$ cat src/design/imt_pkg.sv
// Shared constants, status codes and controller/datapath interface types
// for the iterative mean threshold block. No dependencies.
package imt_pkg;

  localparam int COUNT_BITS_DEF = 24;
  localparam int NUM_BINS       = 256;
  localparam int BIN_BITS       = 8;
  localparam int QUOT_BITS      = 8;
  localparam int ADDR_BITS      = 3;

  localparam logic [7:0] START_RESET = 8'd100;
  localparam logic [7:0] LIMIT_RESET = 8'd64;
  localparam logic [7:0] MIN_CHANGE  = 8'd2;

  // Register select bit within paddr (registers sit at byte offsets 0 and 4).
  localparam int         REG_SEL_BIT = 2;
  localparam logic       REG_START   = 1'b0;
  localparam logic       REG_LIMIT   = 1'b1;

  localparam logic [1:0] ST_CONVERGED = 2'd0;
  localparam logic [1:0] ST_EMPTY     = 2'd1;
  localparam logic [1:0] ST_LIMIT     = 2'd2;

  typedef struct packed {
    logic       init;
    logic       scan_start;
    logic       div_start;
    logic       div_sel_lo;
    logic       cap_hi;
    logic       update;
    logic       load_result;
    logic [1:0] result_status;
    logic       clear_hist;
  } ctrl_cmd_t;

  typedef struct packed {
    logic converged;
    logic at_limit;
    logic class_empty;
    logic scan_idle;
    logic div_idle;
    logic out_full;
  } dp_status_t;

endpackage

$ cat src/design/imt_ctrl.sv
// Controller state machine: sequences histogram fill, threshold rounds,
// divisions and the result hand-off. Depends on imt_pkg.
module imt_ctrl (
  input  logic                clk_i,
  input  logic                rst_ni,
  input  logic                in_accept_i,
  input  logic                last_pixel_i,
  output logic                in_ready_o,
  input  imt_pkg::dp_status_t sts_i,
  output imt_pkg::ctrl_cmd_t  cmd_o
);
  import imt_pkg::*;

  typedef enum logic [6:0] {
    S_IDLE  = 7'b0000001,
    S_FLUSH = 7'b0000010,
    S_CHECK = 7'b0000100,
    S_SCAN  = 7'b0001000,
    S_DIVH  = 7'b0010000,
    S_DIVL  = 7'b0100000,
    S_DONE  = 7'b1000000
  } state_e;

  state_e     state_q, state_d;
  logic [1:0] status_q, status_d;

  always_comb begin
    state_d    = state_q;
    status_d   = status_q;
    cmd_o      = '0;
    in_ready_o = 1'b0;
    case (state_q)
      S_IDLE: begin
        in_ready_o = 1'b1;
        if (in_accept_i && last_pixel_i) begin
          state_d = S_FLUSH;
        end
      end
      // The last pixel's bin update lands during this cycle.
      S_FLUSH: begin
        cmd_o.init = 1'b1;
        state_d    = S_CHECK;
      end
      S_CHECK: begin
        if (sts_i.converged) begin
          status_d = ST_CONVERGED;
          state_d  = S_DONE;
        end else if (sts_i.at_limit) begin
          status_d = ST_LIMIT;
          state_d  = S_DONE;
        end else begin
          cmd_o.scan_start = 1'b1;
          state_d          = S_SCAN;
        end
      end
      S_SCAN: begin
        if (sts_i.scan_idle) begin
          if (sts_i.class_empty) begin
            status_d = ST_EMPTY;
            state_d  = S_DONE;
          end else begin
            cmd_o.div_start = 1'b1;
            state_d         = S_DIVH;
          end
        end
      end
      S_DIVH: begin
        if (sts_i.div_idle) begin
          cmd_o.cap_hi     = 1'b1;
          cmd_o.div_start  = 1'b1;
          cmd_o.div_sel_lo = 1'b1;
          state_d          = S_DIVL;
        end
      end
      S_DIVL: begin
        if (sts_i.div_idle) begin
          cmd_o.update = 1'b1;
          state_d      = S_CHECK;
        end
      end
      S_DONE: begin
        if (!sts_i.out_full) begin
          cmd_o.load_result   = 1'b1;
          cmd_o.result_status = status_q;
          cmd_o.clear_hist    = 1'b1;
          state_d             = S_IDLE;
        end
      end
      default: begin
        state_d = S_IDLE;
      end
    endcase
  end

  always_ff @(posedge clk_i or negedge rst_ni) begin
    if (!rst_ni) begin
      state_q  <= S_IDLE;
      status_q <= ST_CONVERGED;
    end else begin
      state_q  <= state_d;
      status_q <= status_d;
    end
  end

`ifndef NO_ASSERTIONS
  // A result is never loaded over one that is still waiting.
  a_load_free: assert property (@(posedge clk_i) disable iff (!rst_ni)
    cmd_o.load_result |-> !sts_i.out_full)
    else $error("result overwritten");
  // A round is only started when another round is both needed and allowed.
  a_scan_needed: assert property (@(posedge clk_i) disable iff (!rst_ni)
    cmd_o.scan_start |-> !sts_i.converged && !sts_i.at_limit)
    else $error("unneeded round started");
  // Divisions only start on an idle divider with both classes populated.
  a_div_safe: assert property (@(posedge clk_i) disable iff (!rst_ni)
    cmd_o.div_start |-> sts_i.div_idle && !sts_i.class_empty)
    else $error("unsafe division start");
`endif

endmodule

$ cat config.mk
export PLATFORM = sky130hd
export DESIGN_NAME = imt_ctrl
export DESIGN_NICKNAME = d
export VERILOG_FILES = /design/src/design/imt_pkg.sv /design/src/design/imt_ctrl.sv
export SDC_FILE = /design/constraint.sdc
export NUM_CORES = 1
export LEC_CHECK = 0
export BUFFER_PORTS_ARGS = -buffer_cell sky130_fd_sc_hd__buf_2
export CAP_MARGIN = 10
export CORE_MARGIN = 10
export CORE_UTILIZATION = 47
export CTS_CLUSTER_SIZE = 40
export DETAILED_ROUTE_END_ITERATION = 8
export MAX_ROUTING_LAYER = met4
export PLACE_DENSITY = 0.74
export SYNTH_ARGS = -nofsm -noshare
export SYNTH_HDL_FRONTEND = slang
export SYNTH_SLANG_ARGS = --single-unit
$ cat constraint.sdc
create_clock -name clk_i -period 2.35 [get_ports clk_i]
set_input_delay 0.235 -clock clk_i [delete_from_list [all_inputs] [get_ports clk_i]]
set_output_delay 0.235 -clock clk_i [all_outputs]
set_load 0.005 [all_outputs]
# == After elaboration in Yosys (flattened, before gate mapping) ==
# Index checks and enable logic that the tools add are counted.
# word_totals
word_cells,48
in_bits,10
ff_bits,9
# op_classes
muxes,28
n_eq_ne,14
reduce_logical,4
# ops
op,count
7-bit 2-to-1 mux,8
7-bit case mux with 7 select lines,1
"2-bit inequality test, second input constant",6
2-bit 2-to-1 mux,5
1-bit 2-to-1 mux,9
4-bit 2-to-1 mux,2
"7-bit by 1-bit equality test with 1-bit output, second input constant",1
"7-bit by 2-bit equality test with 1-bit output, second input constant",1
"7-bit by 3-bit equality test with 1-bit output, second input constant",1
"7-bit by 4-bit equality test with 1-bit output, second input constant",1
"7-bit by 5-bit equality test with 1-bit output, second input constant",1
"7-bit by 6-bit equality test with 1-bit output, second input constant",1
"7-bit equality test, second input constant",1
5-bit AND reduction,1
2-bit case mux with 2 select lines,1
4-bit AND reduction,1
3-bit 2-to-1 mux,1
"3-bit inequality test, second input constant",1
1-bit case mux with 2 select lines,1
2-bit nonzero test,1
1-bit logical AND,1

# == Depth between registers and ports, before layout ==
# Gate-level depths: netlist (run 1).
# logic_depth
depth_word,3
mapped_depth,6
mapped_depth_nobuf,4

# == Least setup slack after synthesis (run 1) ==
# Ideal clock, no wire load.
# synth_path
kind,register -> output
start,reg state_q[5]
end,out cmd_o[1] (netlist bit)
setup_slack_ns,0.277
path_stages_with_launch,7
arrival_time_ns,1.838
required_time_ns,2.115
cell_sequence,dfrtp_1 buf_6 or4_1 buf_2 or4b_4 nor2_4 and2_1
# synth_lines
item,line_no,source
"start, declared",imt_ctrl.sv:24,"state_e state_q, state_d;"
"start signal, assigned",imt_ctrl.sv:100,state_q <= state_d;
"end, declared",imt_ctrl.sv:10,output imt_pkg::ctrl_cmd_t cmd_o

==> results of run 1 <==
-- worst reg2reg max path, cell delays in order (launching register included) --
cell and delay [ps]:
dfrtp_1 450, or3_1 420, or2_2 330, or2_2 310
a32o_1 260
-- power groups by stage --
| stage | clock [W] | combinational, W | sequential [W] |
|---|---|---|---|
| 6_report | 0.000125 | 0.000242 | 0.000203 |
| 5_1_grt | 0.000131 | 0.000270 | 0.000207 |
| 4_1_cts | 0.000125 | 0.000208 | 0.000212 |
| 3_5_place_dp | 0 | 0.000196 | 0.000219 |
| 3_3_place_gp | 0 | 0.000193 | 0.000216 |
| 2_1_floorplan | 0 | 0.000128 | 0.000211 |
-- stage by stage --
stage	hold WS, ps	total power, W	setup TNS [ps]	cells
floorplan	-60.6	0.000339	0	68
global placement	98.2	0.000409	0	102
detailed placement	97.9	0.000415	0	102
CTS	182	0.000545	0	108
global route	221	0.000608	-75.0	111
finish	182	0.000571	0	111
-- logic make-up after synthesis --
| group | count (synthesis) | share of synthesized area |
|---|---|---|
| multiplexers | 1 | 0.0180 |
| XOR/XNOR | 3 | 0.0421 |
| buffers and inverters | 6 | 0.0621 |
| AND/OR/NAND/NOR | 35 | 0.361 |
| AO/OA/AOI/OAI | 14 | 0.154 |
| flip-flops | 9 | 0.363 |
-- Yosys cell counts (all sizes together), types with 3 or more instances --
library cell,instances,area (sq um)
dfrtp,8,200
nor4b,4,41.3
o21ai,4,20.0
nor3,3,15.0
nand2,6,22.5
nor2,6,30.0
buf,4,31.3
-- per-layer routing --
layer  up-vias  track usage  part of all wire
met5         -            -                 0
met4         0       0.0412             0.013
met3         2       0.0247             0.036
met2        13        0.146              0.47
met1       292        0.115              0.48
li1        305            -                 -
-- repair_timing --
item | CTS | global route
hold endpoints to repair | 8 | 0
pin swaps | 0 | 5
cloned | 0 | 0
buffers inserted | 1 | 3
setup endpoints to repair | 2 | 3
hold buffers | 1 | 0
resized for setup | 1 | 3
-- layout make-up --
cell class	instances	area share
clock buffers	4	0.0323
inverters	2	0.00922
multi-input cells	53	0.449
flip-flops and latches	9	0.280
well taps	15	0.0230
repair buffers	28	0.207
-- cells in the final DEF (no fill, tap or decap), types with 2 or more instances in the layout --
master    count
or2_2         2
xnor2_1       2
and3_1        2
buf_2        19
nor4b_1       3
nor2_1        5
o22ai_1       2
a22oi_1       2
o21ai_0       4
nor2b_1       2
buf_4         7
dfrtp_1       7
nand2_1       6
clkbuf_4      3
nor3_1        3
nand2b_1      2
inv_1         2
-- state kept, by name, indices dropped and copies added, names as in the netlist --
signal    cells
state_q       7
status_q      2
-- worst paths after layout --
kind / cells after the start / slack (ps) / end
min in group asynchronous: 2 / 350 / status_q[0]
max reg2reg: 4 / 510 / state_q[0]
min: 2 / 180 / state_q[4]
max: 5 / 30 / cmd_o[2]
max in group asynchronous: 2 / 1750 / state_q[0]
min reg2reg: 1 / 510 / status_q[1]
==> flow_summary.ini, run 1 <==
[run_status]
status = complete, no violations

[timing]
layout_min_cycle_time_ps = 2320
clock_skew_ps = 0.661
tightestPinTransition_ps = 300
fin_crit_sh = 0.988
slew_viol_final = 0
hold_viol_final = 0
fin_ws_ps = 28.1
relSlewSlack = 0.797
setup_viol = 0
clock.fmax_ghz = 0.431
rsz0062_at_grt = yes

[synth]
synth-edff-count = 0
synth-seq-cells = 9
syn_nets = 78
yosys.cell_types.count = 35
yosysWarnings = 0
synth_area_sq_um = 624
synthArstFlopShare = 1.00
syn_area_per_cell_sq_um = 9.18
synth_cells = 68
yosys_most_used_dff = dfrtp_1
ys_seq_area_frac = 0.363

[run]
maxCapViolations = 0

[global_routing]
overflow = 0
track_usage = 0.0957
grt_max_degree = 10
antenna_found_initial = 0
grt_pass1_wl_mm = 2.53
grt_pass1_vias = 589

[layout]
fin_util = 0.642
fillers = 111
stdcell_area_sq_um = 815
regArea_sq_um = 228
multi_input_area_sq_um = 365
area_delta_synth_final_pct = 30.5
drive_gt1_frac = 0.427
diodes = 0
nNetsFinal = 107

[worst_setup_path]
cp.arrival_ps = 2090
crit_chain = or4_4, or4b_4, nor2_4, and2_1, buf_2
crit_type = reg -> out
cp_max_fo = 3
cp-startpoint = state_q[5]
critPathMaxStageDelay_ps = 550
slowest_stage = or4b_4
reg2reg_from = state_q[6]
crit_family = simple AND/OR/NAND/NOR gates
crit_buf_inv = 1
startpoint_type = register
required_ps = 2120
cp-end-kind = output pin

[power]
p_leak_nw = 0.400
pwr-share-seq = 0.356
pwr-share-comb = 0.425
p_switching_w = 0.000188
clkPwrFrac = 0.219
p_int_w = 0.000382
p_per_area_nw_per_um2 = 700
ir_worst_vdd_v = 0.000389
power.share.switching = 0.330

[routing]
wire_per_inst_um = 14.0
drt_first_pass_iters = 3
vias = 612
route.detailed.drc = 0
wl_mm = 1.55
ant_nets = 0
first_iter_violations = 8
via_per_inst = 5.51

[worst_hold_path]
worstHoldStart = sts_i[3]
hold_class = in -> reg

[clocking]
htreeDepth = 1
clkSlewWorstSetupHoldPaths_ps = 60
cts_tree = built
cts_buffers = 3
clk_latency_ps = 260
cts.sinks = 9
clk_path_buf_depth = 2
clock-root-buffer = clkbuf_4

[floorplan]
initial_core_util = 0.492
die_h_um = 56.4
design.die.area_sq_um = 3190
io_pins = 21
die_x_um = 56.4
std_cell_rows = 13
coreArea_sq_um = 1270

[placed_design]
placed_area_sq_um = 734
portBuffers = 20
hpwl_mm = 1.19
place_congestion = 0.791
pre_cts_slack_ps = 253
Note: power is estimated with default switching activity, not from simulation.
==> run 2, diff against run 1 <==
- BUFFER_PORTS_ARGS: -buffer_cell sky130_fd_sc_hd__buf_2 -> unset
- CORE_AREA: unset -> 10 10 47 49
- CORE_MARGIN: 10 -> unset
- CORE_UTILIZATION: 47 -> unset
- DIE_AREA: unset -> 0 0 57 59
- DONT_BUFFER_PORTS: unset -> 1
- PLACE_DENSITY: 0.74 -> 0.61
- REMOVE_ABC_BUFFERS: unset -> 1
==> run 2 against run 1 <==
Combinational power shrank 19%. Cell area shrank 16%. Utilization shrank 15 points. First-iteration DRC count grew 38%. Clock power shrank 3%. Fmax grew 2.5%. Die area grew 5.6%. Cell count shrank 20%. Via count shrank 14%. Clock-buffer cell count is the same. Hold slack lost 120 ps. Critical endpoint unchanged. Largest cell class unchanged.
==> flow_summary.ini, run 2 (synthesis gave the netlist of run 1 again) <==
[timing]
layout_min_cycle_time_ps = 2270
fin_tns_setup_ps = 0
relSlewSlack = 0.704
clock_skew_ps = 8.39
setup_viol = 0
clock.fmax_ghz = 0.441
fin_ws_ps = 83.9
hold_viol_final = 0
fin_crit_sh = 0.964
rsz0062_at_grt = no
tightestPinTransition_ps = 442
slew_viol_final = 0

[global_routing]
grt_pass1_vias = 562
antenna_found_initial = 0
grt_max_degree = 10
grt_pass1_wl_mm = 2.77
overflow = 0
track_usage = 0.102

[clocking]
htreeDepth = 1
clkSlewWorstSetupHoldPaths_ps = 60
cts.sinks = 9
cts_buffers = 3
clock-root-buffer = clkbuf_4
cts_tree = built
clk_latency_ps = 260
clk_path_buf_depth = 2

[worst_setup_path]
cp_max_fo = 4
cp-end-kind = output pin
crit_chain = or4_4, or4b_4, nor2_4, and2_1
required_ps = 2120
critPathMaxStageDelay_ps = 540
crit_type = reg -> out
startpoint_type = register
crit_family = simple AND/OR/NAND/NOR gates
crit_buf_inv = 0
slowest_stage = or4_4
cp.arrival_ps = 2030

[power]
p_per_area_nw_per_um2 = 775
p_leak_nw = 0.288
clkPwrFrac = 0.228
ir_worst_vdd_v = 0.000295
p_int_w = 0.000355
pwr-share-seq = 0.404
power.share.switching = 0.330
p_switching_w = 0.000175
pwr-share-comb = 0.368

[floorplan]
coreArea_sq_um = 1400
design.die.area_sq_um = 3360
die_x_um = 57
io_pins = 21
std_cell_rows = 14
die_h_um = 59
initial_core_util = 0.446

[placed_design]
pre_cts_slack_ps = 267
placed_area_sq_um = 636
hpwl_mm = 1.14
place_inst = 83
place_congestion = 0.816
portBuffers = 0

[layout]
diodes = 0
area_delta_synth_final_pct = 9.62
top_regs = state_q (7), status_q (2)
nNetsFinal = 84
largest_register_ffs = 7
drive_gt1_frac = 0.233
final_cell_count_no_fill = 89
largest-register = state_q
final_cell_mix = dfrtp_1, nand2_1, nor2_1, o21ai_0, buf_4
final_common_cell = dfrtp_1
stdcell_area_sq_um = 684

[routing]
drt_first_pass_iters = 2
ant_nets = 0
vias = 527
first_iter_violations = 11
wl_mm = 1.51
via_per_inst = 5.92
wire_per_inst_um = 17.0
route.detailed.drc = 0

[worst_hold_path]
hold_class = in -> reg

[run]
maxCapViolations = 0

[run_status]
status = complete, no violations
-- run 2: cell types whose count changed in the layout (fill, tap and decap cells not counted) --
cell / previous run / this run
buf_2: 19 / 0
buf_4: 7 / 4
and2_1: 1 / 2
and2_4: 1 / 0
buf_6: 1 / 0
-- run 2: what timing repair did --
| action | in CTS | in global routing |
|---|---|---|
| setup endpoints to repair | 2 | 2 |
| hold buffers | 1 | 0 |
| resized for setup | 2 | 0 |
| buffers inserted | 1 | 0 |
| pin swaps | 1 | 1 |
| endpoints found under the hold margin | 9 | 0 |
-- run 2: worst paths after layout --
path | start | endpoint | depth (start not counted) | slack, ps
worst max-delay path | state_q[1] | cmd_o[2] | 4 | 80
worst min-delay path | sts_i[3] | state_q[4] | 1 | 60
worst max register to register | state_q[6] | state_q[1] | 4 | 470
worst min register to register | status_q[1] | status_q[1] | 1 | 500
max in group asynchronous | rst_ni | state_q[0] | 1 | 1660
min in group asynchronous | rst_ni | state_q[2] | 1 | 350
-- run 2: power by group through the flow --
stage          sequential [W]  clock [W]  combinational (W)
6_report             0.000214   0.000121           0.000195
4_1_cts              0.000213   0.000127           0.000193
3_3_place_gp         0.000217          0           0.000168
2_1_floorplan        0.000211          0           0.000122
5_1_grt              0.000220   0.000133           0.000217
3_5_place_dp         0.000219          0           0.000171
-- run 2: metrics by stage --
stage | util | hold WS (ps) | total power (W)
after floorplan | - | -60.6 | 0.000333
after global placement | 0.454 | -60.2 | 0.000385
after detailed placement | 0.454 | -60.2 | 0.000390
after CTS | 0.488 | 56.9 | 0.000533
after global routing | 0.488 | 53.5 | 0.000570
final | 0.488 | 63.3 | 0.000530
-- run 2: metal layers --
metal | vias up | wire (um) | GRT usage | share of wire
met5 | - | 0 | - | 0
met4 | 0 | 0 | 0.0403 | 0
met1 | 258 | 653 | 0.128 | 0.43
met2 | 11 | 778 | 0.150 | 0.52
met3 | 0 | 77 | 0.0300 | 0.051
li1 | 258 | - | - | -
-- run 2: cell type report --
class / instances / area (sq um)
Clock buffer: 4 / 26.3
Fill cell: 148 / 717
Inverter: 2 / 7.51
Multi-Input combinational cell: 53 / 363
Sequential cell: 9 / 228
Tap cell: 16 / 20.0
Timing Repair Buffer: 5 / 40.0
==> run 3, diff against run 2 <==
- REMOVE_ABC_BUFFERS: 1 -> unset
==> run 3 against run 2 <==
Fmax increased by 1.0%. Clock power hardly changed. Sequential share of layout area did not move. First-iteration DRC count fell by 27%. Critical path type unchanged.
==> flow_summary.ini, run 3 (synthesis gave the netlist of run 1 again) <==
[clocking]
cts_tree = built
cts_buffers = 3
htreeDepth = 1
clk_latency_ps = 260
clkSlewWorstSetupHoldPaths_ps = 70
clk_path_buf_depth = 2
clock-root-buffer = clkbuf_4
cts.sinks = 9

[placed_design]
portBuffers = 0
place_inst = 83
place_congestion = 0.746
hpwl_mm = 1.22

[timing]
tightestPinTransition_ps = 408
rsz0062_at_grt = no
clock_skew_ps = 5.60
layout_min_cycle_time_ps = 2240
fin_crit_sh = 0.955
fin_tns_setup_ps = 0
slew_viol_final = 0
hold_viol_final = 0
clock.fmax_ghz = 0.446
setup_viol = 0
whs_ps = 51.2
relSlewSlack = 0.727

[worst_setup_path]
cp.arrival_ps = 2010
crit_buf_inv = 0
cp-end-kind = output pin
crit_chain = or4_4, or4b_4, nor2_4, and2_1
crit_type = reg -> out
crit_family = simple AND/OR/NAND/NOR gates
cp_max_fo = 4
slowest_stage = or4_4
startpoint_type = register
required_ps = 2120
critPathMaxStageDelay_ps = 530

[layout]
multi_input_area_sq_um = 363
largest-register = state_q
fillers = 147
drive_gt1_frac = 0.233
top_regs = state_q (7), status_q (2)
fin_util = 0.488
largest_register_ffs = 7
final_cell_count_no_fill = 89
regArea_sq_um = 228
nNetsFinal = 84
diodes = 0
final_common_cell = dfrtp_1
area_delta_synth_final_pct = 9.62
final_cell_mix = dfrtp_1, nand2_1, nor2_1, o21ai_0, buf_4

[global_routing]
grt_pass1_vias = 560
grt_max_degree = 10
grt_pass1_wl_mm = 2.68
overflow = 0
track_usage = 0.101
antenna_found_initial = 0

[run]
maxCapViolations = 0

[routing]
ant_nets = 0
wire_per_inst_um = 17.4
drt_first_pass_iters = 4
route.detailed.drc = 0
wl_mm = 1.55
first_iter_violations = 8
vias = 525
via_per_inst = 5.90

[run_status]
status = complete, no violations

[floorplan]
die_x_um = 57
std_cell_rows = 14
design.die.area_sq_um = 3360
coreArea_sq_um = 1400
io_pins = 21
die_h_um = 59
initial_core_util = 0.446

[power]
power_w = 0.000531
p_per_area_nw_per_um2 = 775
p_leak_nw = 0.288
ir_worst_vdd_v = 0.000314

[worst_hold_path]
hold_class = in -> reg
[run 3: cell counts in the layout (fill, tap and decap cells not counted)]
Identical to the previous run, type by type.
[run 3: layout make-up]
type,instances,share of cell area
flip-flops and latches,9,0.333
repair buffers,5,0.0585
clock buffers,4,0.0384
well taps,16,0.0293
multi-input cells,53,0.530
inverters,2,0.0110
[run 3: timing repair]
item	in CTS	in global routing
setup buffers	1	0
hold buffers	1	0
endpoints found under the setup margin	2	2
gates cloned	0	0
pin swaps	1	1
hold endpoints to repair	9	0
resized for setup	1	1
[run 3: report_power, final]
group | switching, W | internal, W | leakage, nW
clock network | 0.0000575 | 0.0000655 | 0.0150
logic | 0.0000904 | 0.000103 | 0.154
registers | 0.0000274 | 0.000187 | 0.119
total | 0.000175 | 0.000355 | 0.288
[run 3: metrics by stage]
stage / setup slack (ps) / instance area [sq um]
3_3_place_gp: 299 / 636
5_1_grt: 23.5 / 684
4_1_cts: 33.0 / 681
6_report: 107 / 684
2_1_floorplan: 277 / 624
3_5_place_dp: 262 / 636
[run 3: routing by layer]
metal	vias up	routed length [um]	track usage
met5	-	0	-
met4	0	23	0.0705
met3	2	94	0.0258
met2	17	747	0.149
met1	246	680	0.116
li1	260	-	-
[run 3: worst paths after layout]
check | cells after the start | slack [ps] | startpoint | end
hold reg to reg | 2 | 520 | status_q[0] | status_q[0]
min in group asynchronous | 1 | 330 | rst_ni | state_q[6]
setup reg to reg | 4 | 520 | state_q[6] | state_q[1]
setup / recovery | 4 | 110 | state_q[1] | cmd_o[1]
hold / removal | 1 | 50 | sts_i[3] | state_q[4]
max in group asynchronous | 1 | 1690 | rst_ni | state_q[0]
